[src/sv/binary_input_report_throttle_top_defines.svh]
// ----------------------------------------------------------------------------
// binary input report throttle assertion macros
// shared concurrent assertion forms, clocked on clk and quiet during rst
// ----------------------------------------------------------------------------
`ifndef BINARY_INPUT_REPORT_THROTTLE_TOP_DEFINES_SVH
`define BINARY_INPUT_REPORT_THROTTLE_TOP_DEFINES_SVH

// consequent checked in the same cycle
`define BITR_ASSERT_NOW(label, ante, cons, msg) \
  label: assert property (@(posedge clk) disable iff (rst) (ante) |-> (cons)) \
    else $error(msg);

// consequent checked in the cycle after the antecedent
`define BITR_ASSERT_NEXT(label, ante, cons, msg) \
  label: assert property (@(posedge clk) disable iff (rst) (ante) |=> (cons)) \
    else $error(msg);

`endif

[src/sv/bitr_pkg.sv]
// ----------------------------------------------------------------------------
// binary input report throttle package
// widths, codes and record types of the report throttle
// ----------------------------------------------------------------------------
package bitr_pkg;

  localparam int TW = 32;

  typedef enum logic [1:0] {
    ACT_TICK       = 2'd0,
    ACT_UPDATE     = 2'd1,
    ACT_REVALIDATE = 2'd2
  } action_t;

  typedef enum logic [1:0] {
    KIND_VALUE      = 2'd0,
    KIND_INVALIDATE = 2'd1,
    KIND_DEFERRED   = 2'd2
  } kind_t;

  typedef enum logic [2:0] {
    REG_AUTO_RESET_VALUE      = 3'd0,
    REG_AUTO_RESET_DELAY      = 3'd1,
    REG_ALIVE_INTERVAL        = 3'd2,
    REG_MIN_PUSH_INTERVAL     = 3'd3,
    REG_CHANGES_ONLY_INTERVAL = 3'd4,
    REG_MAX_PUSH_INTERVAL     = 3'd5,
    REG_TRI_STATE_MODE        = 3'd6
  } reg_idx_t;

  typedef struct packed {
    logic [1:0] kind;
    logic [1:0] value;
    logic       defined;
    logic       changed;
    logic       done;
    logic       last;
  } res_t;

  typedef struct packed {
    logic [1:0]    cur;
    logic          defined;
    logic [TW-1:0] since_push;
    logic          ever_pushed;
    logic [TW-1:0] to_left;
    logic          to_armed;
    logic [2:0]    to_target;
    logic [TW-1:0] pt_left;
    logic          pt_armed;
    logic          pt_final;
  } core_t;

  typedef struct packed {
    core_t      st;
    res_t       r0;
    res_t       r1;
    logic [1:0] n;
    logic       touched;
  } work_t;

  typedef struct packed {
    logic two;
    res_t r0;
    res_t r1;
  } entry_t;

endpackage

[src/sv/binary_input_report_throttle_top.sv]
// a request passes the input register and the result queue on its way to the result port
// throughput: one request per cycle while the two-entry result queue has room;
// a request with two reports holds the result port until both are taken
// reset: synchronous, clears the tracked input, timers and queue and loads
// the register defaults; no clearing pass
// ----------------------------------------------------------------------------
// binary input report throttle
// tracks a binary or tri-state input and decides when its value is pushed
// ----------------------------------------------------------------------------
`include "binary_input_report_throttle_top_defines.svh"

module binary_input_report_throttle_top (
  input  logic                     clk,
  input  logic                     rst,
  input  logic                     cfg_valid,
  output logic                     cfg_ready,
  input  logic [2:0]               cfg_index,
  input  logic [bitr_pkg::TW-1:0]  cfg_data,
  input  logic                     in_valid,
  output logic                     in_ready,
  input  logic [1:0]               action,
  input  logic [1:0]               new_state,
  input  logic                     push_accepted,
  output logic                     out_valid,
  input  logic                     out_ready,
  output logic [1:0]               report_kind,
  output logic [1:0]               reported_value,
  output logic                     value_defined,
  output logic                     state_changed,
  output logic                     push_done,
  output logic                     last_report
);

  // configuration registers
  logic [2:0]               ar_value;
  logic [bitr_pkg::TW-1:0]  ar_delay;
  logic [bitr_pkg::TW-1:0]  alive_ivl;
  logic [bitr_pkg::TW-1:0]  min_push;
  logic [bitr_pkg::TW-1:0]  chg_ivl;
  logic [bitr_pkg::TW-1:0]  max_push;
  logic                     tri_mode;

  // input register
  logic       s_valid;
  logic [1:0] s_action;
  logic [1:0] s_new;
  logic       s_acc;

  bitr_pkg::core_t  core;
  bitr_pkg::core_t  core_next;
  bitr_pkg::work_t  w;
  logic             t_fire;
  logic             p_fire;

  // result queue
  bitr_pkg::entry_t mem [2];
  logic       wr_ptr;
  logic       rd_ptr;
  logic [1:0] cnt;
  logic       sub;
  logic       room;
  logic       proc;
  logic       push;
  logic       pop;
  bitr_pkg::entry_t head;
  bitr_pkg::res_t   res;

  function automatic bitr_pkg::work_t f_emit(bitr_pkg::work_t wi, bitr_pkg::kind_t kind,
                                              logic ch, logic done);
    bitr_pkg::work_t wo;
    bitr_pkg::res_t  r;
    wo = wi;
    r.kind    = kind;
    r.value   = wi.st.cur;
    r.defined = wi.st.defined;
    r.changed = ch;
    r.done    = done;
    r.last    = 1'b0;
    if (wo.n == 2'd0) begin
      wo.r0 = r;
    end else if (wo.n == 2'd1) begin
      wo.r1 = r;
    end
    if (wo.n != 2'd2) begin
      wo.n = wo.n + 2'd1;
    end
    return wo;
  endfunction

  function automatic bitr_pkg::work_t f_arm_timeout(bitr_pkg::work_t wi,
                                                     logic [bitr_pkg::TW-1:0] delay,
                                                     logic [2:0] target);
    bitr_pkg::work_t wo;
    wo = wi;
    if (delay == '0) begin
      wo.st.to_armed = 1'b0;
      wo.st.to_left  = '0;
    end else begin
      wo.st.to_armed  = 1'b1;
      wo.st.to_left   = delay;
      wo.st.to_target = target;
    end
    return wo;
  endfunction

  function automatic bitr_pkg::work_t f_push_value(bitr_pkg::work_t wi, logic ch, logic acc);
    bitr_pkg::work_t wo;
    wo = wi;
    if (!wo.st.ever_pushed || (wo.st.since_push > min_push)) begin
      if (acc) begin
        wo.st.since_push  = '0;
        wo.st.ever_pushed = 1'b1;
        // periodic re-push after a good push of a defined value
        if (wo.st.defined && (max_push != '0)) begin
          wo.st.pt_armed = 1'b1;
          wo.st.pt_left  = max_push;
          wo.st.pt_final = 1'b0;
          wo.touched     = 1'b1;
        end
      end
      wo = f_emit(wo, bitr_pkg::KIND_VALUE, ch, acc);
    end else if (ch) begin
      // too early: defer the change until the gap has passed
      wo.st.pt_armed = 1'b1;
      wo.st.pt_left  = min_push - wo.st.since_push;
      wo.st.pt_final = 1'b1;
      wo.touched     = 1'b1;
      wo = f_emit(wo, bitr_pkg::KIND_DEFERRED, 1'b1, 1'b0);
    end
    return wo;
  endfunction

  function automatic bitr_pkg::work_t f_update(bitr_pkg::work_t wi, logic [1:0] s_in,
                                                logic acc);
    bitr_pkg::work_t wo;
    logic [1:0]      maxv;
    logic [1:0]      s;
    logic            ch;
    wo   = wi;
    maxv = tri_mode ? 2'd2 : 2'd1;
    s    = (s_in > maxv) ? maxv : s_in;
    wo.st.defined = 1'b1;
    if (!ar_value[2] && (ar_value[1:0] != s)) begin
      wo = f_arm_timeout(wo, ar_delay, ar_value);
    end else begin
      wo = f_arm_timeout(wo, alive_ivl, 3'b111);
    end
    ch = (s != wo.st.cur);
    if (ch || !wo.st.ever_pushed || (wo.st.since_push > chg_ivl)) begin
      wo.st.cur = s;
      wo = f_push_value(wo, ch, acc);
    end
    return wo;
  endfunction

  function automatic bitr_pkg::work_t f_invalidate(bitr_pkg::work_t wi, logic acc);
    bitr_pkg::work_t wo;
    wo = wi;
    if (wo.st.defined) begin
      wo.st.defined  = 1'b0;
      wo.st.pt_armed = 1'b0;
      wo.st.pt_left  = '0;
      wo.touched     = 1'b1;
      if (acc) begin
        wo.st.since_push  = '0;
        wo.st.ever_pushed = 1'b1;
      end
      wo = f_emit(wo, bitr_pkg::KIND_INVALIDATE, 1'b0, acc);
    end
    return wo;
  endfunction

  assign cfg_ready = 1'b1;

  always_ff @(posedge clk) begin
    if (rst) begin
      ar_value  <= 3'b111;
      ar_delay  <= bitr_pkg::TW'(15000);
      alive_ivl <= '0;
      min_push  <= bitr_pkg::TW'(2000);
      chg_ivl   <= bitr_pkg::TW'(1800000);
      max_push  <= '0;
      tri_mode  <= 1'b0;
    end else if (cfg_valid && cfg_ready) begin
      unique case (cfg_index)
        bitr_pkg::REG_AUTO_RESET_VALUE:      ar_value  <= cfg_data[2:0];
        bitr_pkg::REG_AUTO_RESET_DELAY:      ar_delay  <= cfg_data;
        bitr_pkg::REG_ALIVE_INTERVAL:        alive_ivl <= cfg_data;
        bitr_pkg::REG_MIN_PUSH_INTERVAL:     min_push  <= cfg_data;
        bitr_pkg::REG_CHANGES_ONLY_INTERVAL: chg_ivl   <= cfg_data;
        bitr_pkg::REG_MAX_PUSH_INTERVAL:     max_push  <= cfg_data;
        bitr_pkg::REG_TRI_STATE_MODE:        tri_mode  <= cfg_data[0];
        default: ;
      endcase
    end
  end

  assign room     = (cnt != 2'd2) || pop;
  assign proc     = s_valid && room;
  assign in_ready = !s_valid || room;

  always_ff @(posedge clk) begin
    if (rst) begin
      s_valid <= 1'b0;
    end else if (in_ready) begin
      s_valid <= in_valid;
    end
  end

  always_ff @(posedge clk) begin
    if (in_valid && in_ready) begin
      s_action <= action;
      s_new    <= new_state;
      s_acc    <= push_accepted;
    end
  end

  always_comb begin
    w         = '0;
    w.st      = core;
    t_fire    = 1'b0;
    p_fire    = 1'b0;
    if (s_action == bitr_pkg::ACT_TICK) begin
      if (w.st.since_push != '1) begin
        w.st.since_push = w.st.since_push + bitr_pkg::TW'(1);
      end
      if (w.st.to_armed) begin
        if (w.st.to_left <= bitr_pkg::TW'(1)) begin
          t_fire       = 1'b1;
          w.st.to_left = '0;
        end else begin
          w.st.to_left = w.st.to_left - bitr_pkg::TW'(1);
        end
      end
      if (w.st.pt_armed) begin
        if (w.st.pt_left <= bitr_pkg::TW'(1)) begin
          p_fire       = 1'b1;
          w.st.pt_left = '0;
        end else begin
          w.st.pt_left = w.st.pt_left - bitr_pkg::TW'(1);
        end
      end
    end
    if (t_fire) begin
      w.st.to_armed = 1'b0;
      if (w.st.to_target[2]) begin
        w = f_invalidate(w, s_acc);
      end else begin
        w = f_update(w, w.st.to_target[1:0], s_acc);
      end
    end
    if (s_action == bitr_pkg::ACT_UPDATE) begin
      w = f_update(w, s_new, s_acc);
    end
    // push timer is skipped when the timeout or update action re-armed or cancelled it
    if (p_fire && !w.touched && w.st.pt_armed) begin
      if (w.st.pt_final) begin
        w.st.pt_armed = 1'b0;
        w.st.pt_left  = '0;
        w.touched     = 1'b1;
        if (s_acc) begin
          w.st.since_push  = '0;
          w.st.ever_pushed = 1'b1;
        end
        w = f_emit(w, bitr_pkg::KIND_VALUE, 1'b1, s_acc);
      end else begin
        w.st.pt_armed = 1'b0;
        w = f_push_value(w, 1'b0, s_acc);
      end
    end
    if (s_action == bitr_pkg::ACT_REVALIDATE) begin
      if (w.st.defined && (ar_value[2] || (ar_delay == '0) ||
          (ar_value[1:0] == w.st.cur))) begin
        w = f_arm_timeout(w, alive_ivl, 3'b111);
      end
    end
    if (w.n == 2'd2) begin
      w.r1.last = 1'b1;
    end else if (w.n == 2'd1) begin
      w.r0.last = 1'b1;
    end
    core_next = proc ? w.st : core;
  end

  always_ff @(posedge clk) begin
    if (rst) begin
      core <= '{to_target: 3'b111, default: '0};
    end else begin
      core <= core_next;
    end
  end

  assign push = proc && (w.n != 2'd0);
  assign head = mem[rd_ptr];
  assign res  = sub ? head.r1 : head.r0;
  assign pop  = out_valid && out_ready && res.last;

  always_ff @(posedge clk) begin
    if (push) begin
      mem[wr_ptr] <= '{two: (w.n == 2'd2), r0: w.r0, r1: w.r1};
    end
  end

  always_ff @(posedge clk) begin
    if (rst) begin
      wr_ptr <= 1'b0;
      rd_ptr <= 1'b0;
      cnt    <= 2'd0;
      sub    <= 1'b0;
    end else begin
      if (push) begin
        wr_ptr <= ~wr_ptr;
      end
      if (out_valid && out_ready) begin
        if (res.last) begin
          rd_ptr <= ~rd_ptr;
          sub    <= 1'b0;
        end else begin
          sub    <= 1'b1;
        end
      end
      cnt <= cnt + {1'b0, push} - {1'b0, pop};
    end
  end

  assign out_valid      = (cnt != 2'd0);
  assign report_kind    = res.kind;
  assign reported_value = res.value;
  assign value_defined  = res.defined;
  assign state_changed  = res.changed;
  assign push_done      = res.done;
  assign last_report    = res.last;

  `BITR_ASSERT_NOW(a_defer_not_done,
    out_valid && (report_kind == bitr_pkg::KIND_DEFERRED),
    !push_done && state_changed, "deferral marked done or unchanged")
  `BITR_ASSERT_NOW(a_inval_undef,
    out_valid && (report_kind == bitr_pkg::KIND_INVALIDATE),
    !value_defined, "invalidation with defined value")
  `BITR_ASSERT_NOW(a_final_after_push,
    core.pt_armed && core.pt_final,
    core.ever_pushed, "deferred push armed before any push")
  `BITR_ASSERT_NEXT(a_second_half,
    out_valid && out_ready && !last_report,
    out_valid && sub && head.two, "second report of a request missing")
  `BITR_ASSERT_NOW(a_queue_room,
    push && !pop,
    cnt != 2'd2, "result queue overflow")

endmodule
[config.mk]
export PLATFORM = sky130hd
export DESIGN_NAME = binary_input_report_throttle_top
export DESIGN_NICKNAME = d
export VERILOG_FILES = /design/src/sv/bitr_pkg.sv /design/src/sv/binary_input_report_throttle_top.sv
export VERILOG_INCLUDE_DIRS = /design/src /design/src/sv
export SDC_FILE = /design/constraint.sdc
export NUM_CORES = 2
export LEC_CHECK = 0
export ABC_CLOCK_PERIOD_IN_PS = 15800
export BUFFER_PORTS_ARGS = -buffer_cell sky130_fd_sc_hd__clkbuf_2
export CAP_MARGIN = 25
export CORE_MARGIN = 3
export CORE_UTILIZATION = 31
export DETAILED_ROUTE_END_ITERATION = 8
export SYNTH_ARGS = -nofsm -noshare
export SYNTH_HDL_FRONTEND = slang
export SYNTH_SLANG_ARGS = --single-unit
[constraint.sdc]
create_clock -name clk -period 15.8 [get_ports clk]
set_input_delay 1.58 -clock clk [delete_from_list [all_inputs] [get_ports clk]]
set_output_delay 1.58 -clock clk [all_outputs]
set_load 0.05 [all_outputs]
After elaboration in Yosys (flattened, before gate mapping) --
Memories as Yosys holds them, arrays and structs flattened. A register that Yosys moved wholly into a read port is not among the register bits. Index checks and enable logic that the tools add are counted.
Word-level totals: register bits after elaboration 281, latch bits 0, RAM bits 34, ROM bits 0, input port bits 45, output and inout bits 11, word-level logic and storage cells 208, memories kept 1
Memory list:
- mem | words 2, bits a word 17, read ports 1, clocked after Yosys merged registers in 1, wr ports 1, RTL line binary_input_report_throttle_top.sv:56 | bitr_pkg::entry_t mem [2];
Cells by class: $add $sub $neg 10, multiply operators 0, divide/modulo/power cells 0, magnitude comparators 9, equality and inequality tests 23, shift-type cells 0, mux-type cells 90, bitwise gates (word level) 2, reductions and logical operators 48
Operator list (number):
- $mux 125 | 8
- $mux 122 | 6
- $mux 89 | 4
- $mux 32 | 8
- $mux 34 | 6
- $mux 33 | 6
- $gt 32x32->1 | 5
- $mux 8 | 19
- $mux 53 | 2
- $le 32x1->1 const B | 2
- $logic_not 32->1 | 2
- $sub 32x1->32 const B | 2
- $sub 32x32->32 | 2
- $add 32x1->32 const B | 1
- $ne 32x32->1 const B | 1
- $reduce_bool 32->1 | 1
- $mux 1 | 20
- $reduce_and 2->1 | 8
- $mux 3 | 5
- $logic_and 1x1->1 | 13
- $mux 2 | 6
- $logic_or 1x1->1 | 11
- $eq 2x1->1 const B | 5
- $eq 3x3->1 const B | 3
- other kinds (15) | 36

Logic depth before layout (Yosys ltp) --
depth in word-level cells 39, gate-level depth with buffers 54

Least setup slack after synthesis --
Ideal clock, no wire load.
path type register to register, start point register core[98] (netlist name), end point memory mem[1][0] (netlist name), enable pin, library setup time 0.388 ns, data arrival time 10.645 ns, data required time 15.412 ns, setup slack 4.767 ns, cell stages (with the launch flop) 47, buffers on the path 2, clock period less this slack 11.033 ns, cells stage by stage dfxtp_1 -> and4_1 -> and4_1 -> and4_1 -> a31oi_1 -> nand4_1 -> or2_2 -> nor2_1 -> nand2_1 -> nor4_1 -> nand2_1 -> xnor2_1 -> ha_1 -> nand4_1 -> or4_1 -> a21oi_1 -> o31ai_1 -> a21oi_1 -> [11 not listed] -> a2111o_1 -> nand2_1 -> inv_1 -> nor3_1 -> clkbuf_1 -> nor2_1 -> ha_1 -> a21o_1 -> nand3_1 -> a21oi_1 -> nor2_1 -> a21oi_1 -> a2111oi_0 -> nand3_1 -> a32oi_1 -> a21oi_1 -> mux2i_1 -> nor2_1
Between the ends: longest elaborated chain between the ends 30
Ends and longest elaborated chain:
- from (decl) | RTL line binary_input_report_throttle_top.sv:49 | bitr_pkg::core_t core;
- from (signal assigned) | RTL line binary_input_report_throttle_top.sv:289 | core <= core_next;
- $add 32x1->32 / $ne 32x32->1 (equally long branches) | RTL line binary_input_report_throttle_top.sv:225, binary_input_report_throttle_top.sv:224
- $mux 32 | RTL line binary_input_report_throttle_top.sv:224 | if (w.st.since_push != '1) begin
- $mux 32 (*) | RTL line binary_input_report_throttle_top.sv:223 | if (s_action == bitr_pkg::ACT_TICK) begin
- $mux 125 | RTL line binary_input_report_throttle_top.sv:246 | if (w.st.to_target[2]) begin
- $mux 125 | RTL line binary_input_report_throttle_top.sv:244 | if (t_fire) begin
- $gt 32x32->1 | RTL line binary_input_report_throttle_top.sv:109 | if (!wo.st.ever_pushed || (wo.st.since_push > min_push)) begin
- $logic_or 1x1->1 | RTL line binary_input_report_throttle_top.sv:109
- $mux 122 | RTL line binary_input_report_throttle_top.sv:109
- [11 not listed]
- parallel branches: the longest is 4 deep, another holds $gt 32x32->1
- $mux 122 (*) | RTL line binary_input_report_throttle_top.sv:256 | if (p_fire && !w.touched && w.st.pt_armed) begin
- $mux 89 | RTL line binary_input_report_throttle_top.sv:272 | if (w.st.defined && (ar_value[2] || (ar_delay == '0) ||
- $mux 89 (*) | RTL line binary_input_report_throttle_top.sv:271 | if (s_action == bitr_pkg::ACT_REVALIDATE) begin
- $reduce_bool 2->1 (*) | RTL line binary_input_report_throttle_top.sv:293 | assign push = proc && (w.n != 2'd0);
- $logic_and 1x1->1 (*) | RTL line binary_input_report_throttle_top.sv:293
- $mux 1 (*) | RTL line binary_input_report_throttle_top.sv:299 | if (push) begin
- $mux 1 (implied by the code) (*) | RTL line binary_input_report_throttle_top.sv:300 | mem[wr_ptr] <= '{two: (w.n == 2'd2), r0: w.r0, r1: w.r1};
- to (decl) | RTL line binary_input_report_throttle_top.sv:56
Every way passes the cells marked *. The select of a mux whose other input is x is not followed.

Final worst setup path --
start point register core[95] (netlist name), end point register cnt[1]
Between the ends: longest elaborated chain between the ends 30
Ends and longest elaborated chain:
- $add 32x1->32 / $ne 32x32->1 (equally long branches) | RTL line binary_input_report_throttle_top.sv:225, binary_input_report_throttle_top.sv:224
- $mux 32 | RTL line binary_input_report_throttle_top.sv:224
- $mux 32 (*) | RTL line binary_input_report_throttle_top.sv:223
- $mux 125 | RTL line binary_input_report_throttle_top.sv:246
- $mux 125 | RTL line binary_input_report_throttle_top.sv:244
- $gt 32x32->1 | RTL line binary_input_report_throttle_top.sv:109
- $logic_or 1x1->1 | RTL line binary_input_report_throttle_top.sv:109
- $mux 122 | RTL line binary_input_report_throttle_top.sv:109
- [11 not listed]
- parallel branches: the longest is 4 deep, another holds $gt 32x32->1
- $mux 122 (*) | RTL line binary_input_report_throttle_top.sv:256
- $mux 89 | RTL line binary_input_report_throttle_top.sv:272
- $mux 89 (*) | RTL line binary_input_report_throttle_top.sv:271
- $reduce_bool 2->1 (*) | RTL line binary_input_report_throttle_top.sv:293
- $logic_and 1x1->1 (*) | RTL line binary_input_report_throttle_top.sv:293
- $add 2x1->2 (*) | RTL line binary_input_report_throttle_top.sv:322 | cnt <= cnt + {1'b0, push} - {1'b0, pop};
- $sub 2x1->2 (*) | RTL line binary_input_report_throttle_top.sv:322
- to (signal assigned) | RTL line binary_input_report_throttle_top.sv:322
- to (decl) | RTL line binary_input_report_throttle_top.sv:59 | logic [1:0] cnt;
Marks and branches as above. A chain may end at the register's enable or synchronous reset.

==> results.json <==
{
  "grt.overflow.total": 0,
  "synth_top_area_cell": "dfxtp_1",
  "path_clk_slew_ns": 0.06,
  "required_ns": 16.23,
  "ios": 56,
  "crit_type": "flop to flop",
  "wl_per_cell_microns": 22.41,
  "clk_latency_ns": 0.58,
  "avgSynthCellArea_sq_um": 7.328,
  "clockRootBuffer": "clkbuf_16",
  "synth-edff-count": 35,
  "portBuffers": 54,
  "fp.dieH_microns": 275.1,
  "grt_pass1_vias": 21154,
  "tightestPinTransition_ns": 1.040,
  "fmax_mhz": 74.79,
  "drc": 0,
  "synth_common_cells": "nand2_1 (580), a21oi_1 (343), dfxtp_1 (277), nor2_1 (263), o21ai_0 (204)",
  "clock_skew_ns": 0.01708,
  "ys_types": 88,
  "die-width_microns": 275.1,
  "cts_max_path_buffers": 3,
  "cp-start-kind": "flop",
  "antenna_left": 0,
  "finalNetCount": 3274,
  "total_power_w": 0.002105,
  "rows": 98,
  "max_cap_violations": 0,
  "cts-resized-gates": 0,
  "ctsHoldBuffers": 0,
  "status": "complete, no violations",
  "cts_max_level": 2,
  "dp_hpwl_microns": 67910,
  "tns_ns": 0,
  "grt_first_pass_wirelength_microns": 136000,
  "cts_setup_buffers": 0,
  "final_area_sq_um": 25040,
  "dr.pass1.iters": 6,
  "grt_max_degree": 95,
  "ys_async_sr_fraction_pct": 0,
  "setup_violations": 0,
  "arrival_ns": 13.80,
  "syn-num-nets": 3282,
  "dp_slack_ns": 2.676,
  "syn_area_sq_um": 22450,
  "slowest_delay_ns": 0.68,
  "vias": 22994,
  "slowest_stage": "nor4_1",
  "finalCritPeriodShare_pct": 84.62,
  "drt-initial-drc-count": 2587,
  "setup_ws_ns": 2.430,
  "grt_setup_unrepaired": "false",
  "grt_util_met3_pct": 4.657,
  "place.gp.congestion": 1.009,
  "cp-end-kind": "flop",
  "ir_drop_v": 0.00007772,
  "wirelength_microns": 90500,
  "syn_inst": 3064,
  "dpl_cell_area_sq_um": 23740,
  "ys_ff_latch": 312,
  "p_per_area_nw_per_um2": 84.09,
  "cts_buffers": 37,
  "use_met2_pct": 35.61,
  "ys.flop_type": "dfxtp_1",
  "gr-usage-all-layers_pct": 23.47,
  "r2r_cells": 51,
  "initial_core_util_pct": 31.35,
  "hp-class": "flop to flop",
  "grt-busiest-layer": "met2",
  "layout-drive-gt1-share_pct": 6.969,
  "die_area_sq_um": 75690,
  "cts_tree": "yes",
  "leakage_nw": 9.990,
  "yosysMostFrequentCell": "nand2_1",
  "hold_viol_final": 0,
  "slew_violations": 0,
  "grt_use_met1_pct": 32.01,
  "yosys-top-cells-area": "dfxtp_1 (25%), nand2_1 (9.7%), ha_1 (9.5%), a21oi_1 (7.6%), edfxtp_1 (4.7%)",
  "fp.coreArea_sq_um": 71610,
  "yosysTopAreaCellShare_pct": 24.70,
  "min_path_cells": 2,
  "via_per_inst": 5.694,
  "synth_warnings": 0,
  "yosysSeqAreaShare_pct": 29.38,
  "cts.sink_count": 312,
  "cp_max_fo": 32,
  "fin_crit_ns": 13.37,
  "area_growth_pct": 11.51,
  "antenna_found_initial": 4,
  "maxSlewHeadroom_pct": 30.65
}
-- worst max-delay path, delay by kind of cell (launching register included) --
kind                     cells  cell delay, ns
AND/OR/NAND/NOR             22            5.20
AO/OA/AOI/OAI               15            4.47
adder cells (fa/ha/maj)      5            1.31
buffers and inverters        5            1.01
XOR/XNOR                     3            0.49
flip-flops                   1            0.37
multiplexers                 1            0.34
-- per-stage QoR --
| step | hold WS [ns] | util, % | std cells |
|---|---|---|---|
| after floorplan | 0.4226 | - | 3064 |
| after global routing | 0.4736 | 34.95 | 4035 |
| after global placement | 0.4422 | 33.14 | 3965 |
| after detailed placement | 0.4444 | 33.16 | 3966 |
| final | 0.4554 | 34.96 | 4038 |
| after CTS | 0.4543 | 34.93 | 4034 |
-- state kept, by name (all words and copies together), names as in the netlist, 2 cells and up, named ones only --
name       flops
alive_ivl     32
min_push      32
ar_value       3
ar_delay      32
max_push      32
chg_ivl       32
s_action       2
s_new          2
mem           30
core         106
cnt            2
-- final timing paths --
check	from	end	slack, ns
worst min register to register	core[42]	core[42]	0.46
worst max register to register	core[95]	cnt[1]	2.43
worst max-delay path	core[95]	cnt[1]	2.43
worst min-delay path	core[42]	core[42]	0.46
-- metal layers --
| layer | part of all wire (%) | up-vias |
|---|---|---|
| met1 | 43 | 10897 |
| li1 | - | 10844 |
| met4 | 4.7 | 2 |
| met3 | 9.3 | 210 |
| met5 | 0.013 | - |
| met2 | 43 | 1041 |
-- cells by family (layout without fill, tap and decap cells) --
| family | count (synthesis) | in the layout | share of synthesized area, % |
|---|---|---|---|
| AO/OA/AOI/OAI | 893 | 893 | 24.45 |
| XOR/XNOR | 139 | 139 | 5.422 |
| adder cells (fa/ha/maj) | 173 | 173 | 9.708 |
| buffers and inverters | 327 | 348 | 5.623 |
| flip-flops | 312 | 312 | 29.38 |
| multiplexers | 32 | 32 | 1.861 |
| other | 1 | 4 | 0.01670 |
| AND/OR/NAND/NOR | 1187 | 1187 | 23.54 |
-- report_power, final --
group	internal [W]	switching, W	leakage (nW)
registers	0.000818	0.0000226	2.59
clock network	0.000536	0.000369	0.608
logic	0.000112	0.000247	6.79
total	0.00147	0.000639	9.99
-- placed cells by master (no fill, tap or decap), types with 44 or more instances in the layout --
cell	instances
dfxtp_1	277
inv_1	181
xnor2_1	70
clkbuf_2	53
a21oi_1	341
xor2_1	69
nand3_1	44
ha_1	171
nor3_1	63
nor2_1	259
o21ai_0	204
nand2_1	580
a21o_1	48
-- layout make-up --
class | instances | area, sq um
clock inverters | 15 | 172.7
well taps | 950 | 1189
multi-input cells | 2425 | 14670
repair buffers | 99 | 625.6
clock buffers | 53 | 1099
inverters | 181 | 679.4
flip-flops and latches | 312 | 6596
diodes | 3 | 7.507
fillers | 7738 | 46570
Note: power is estimated with default switching activity, not from simulation.
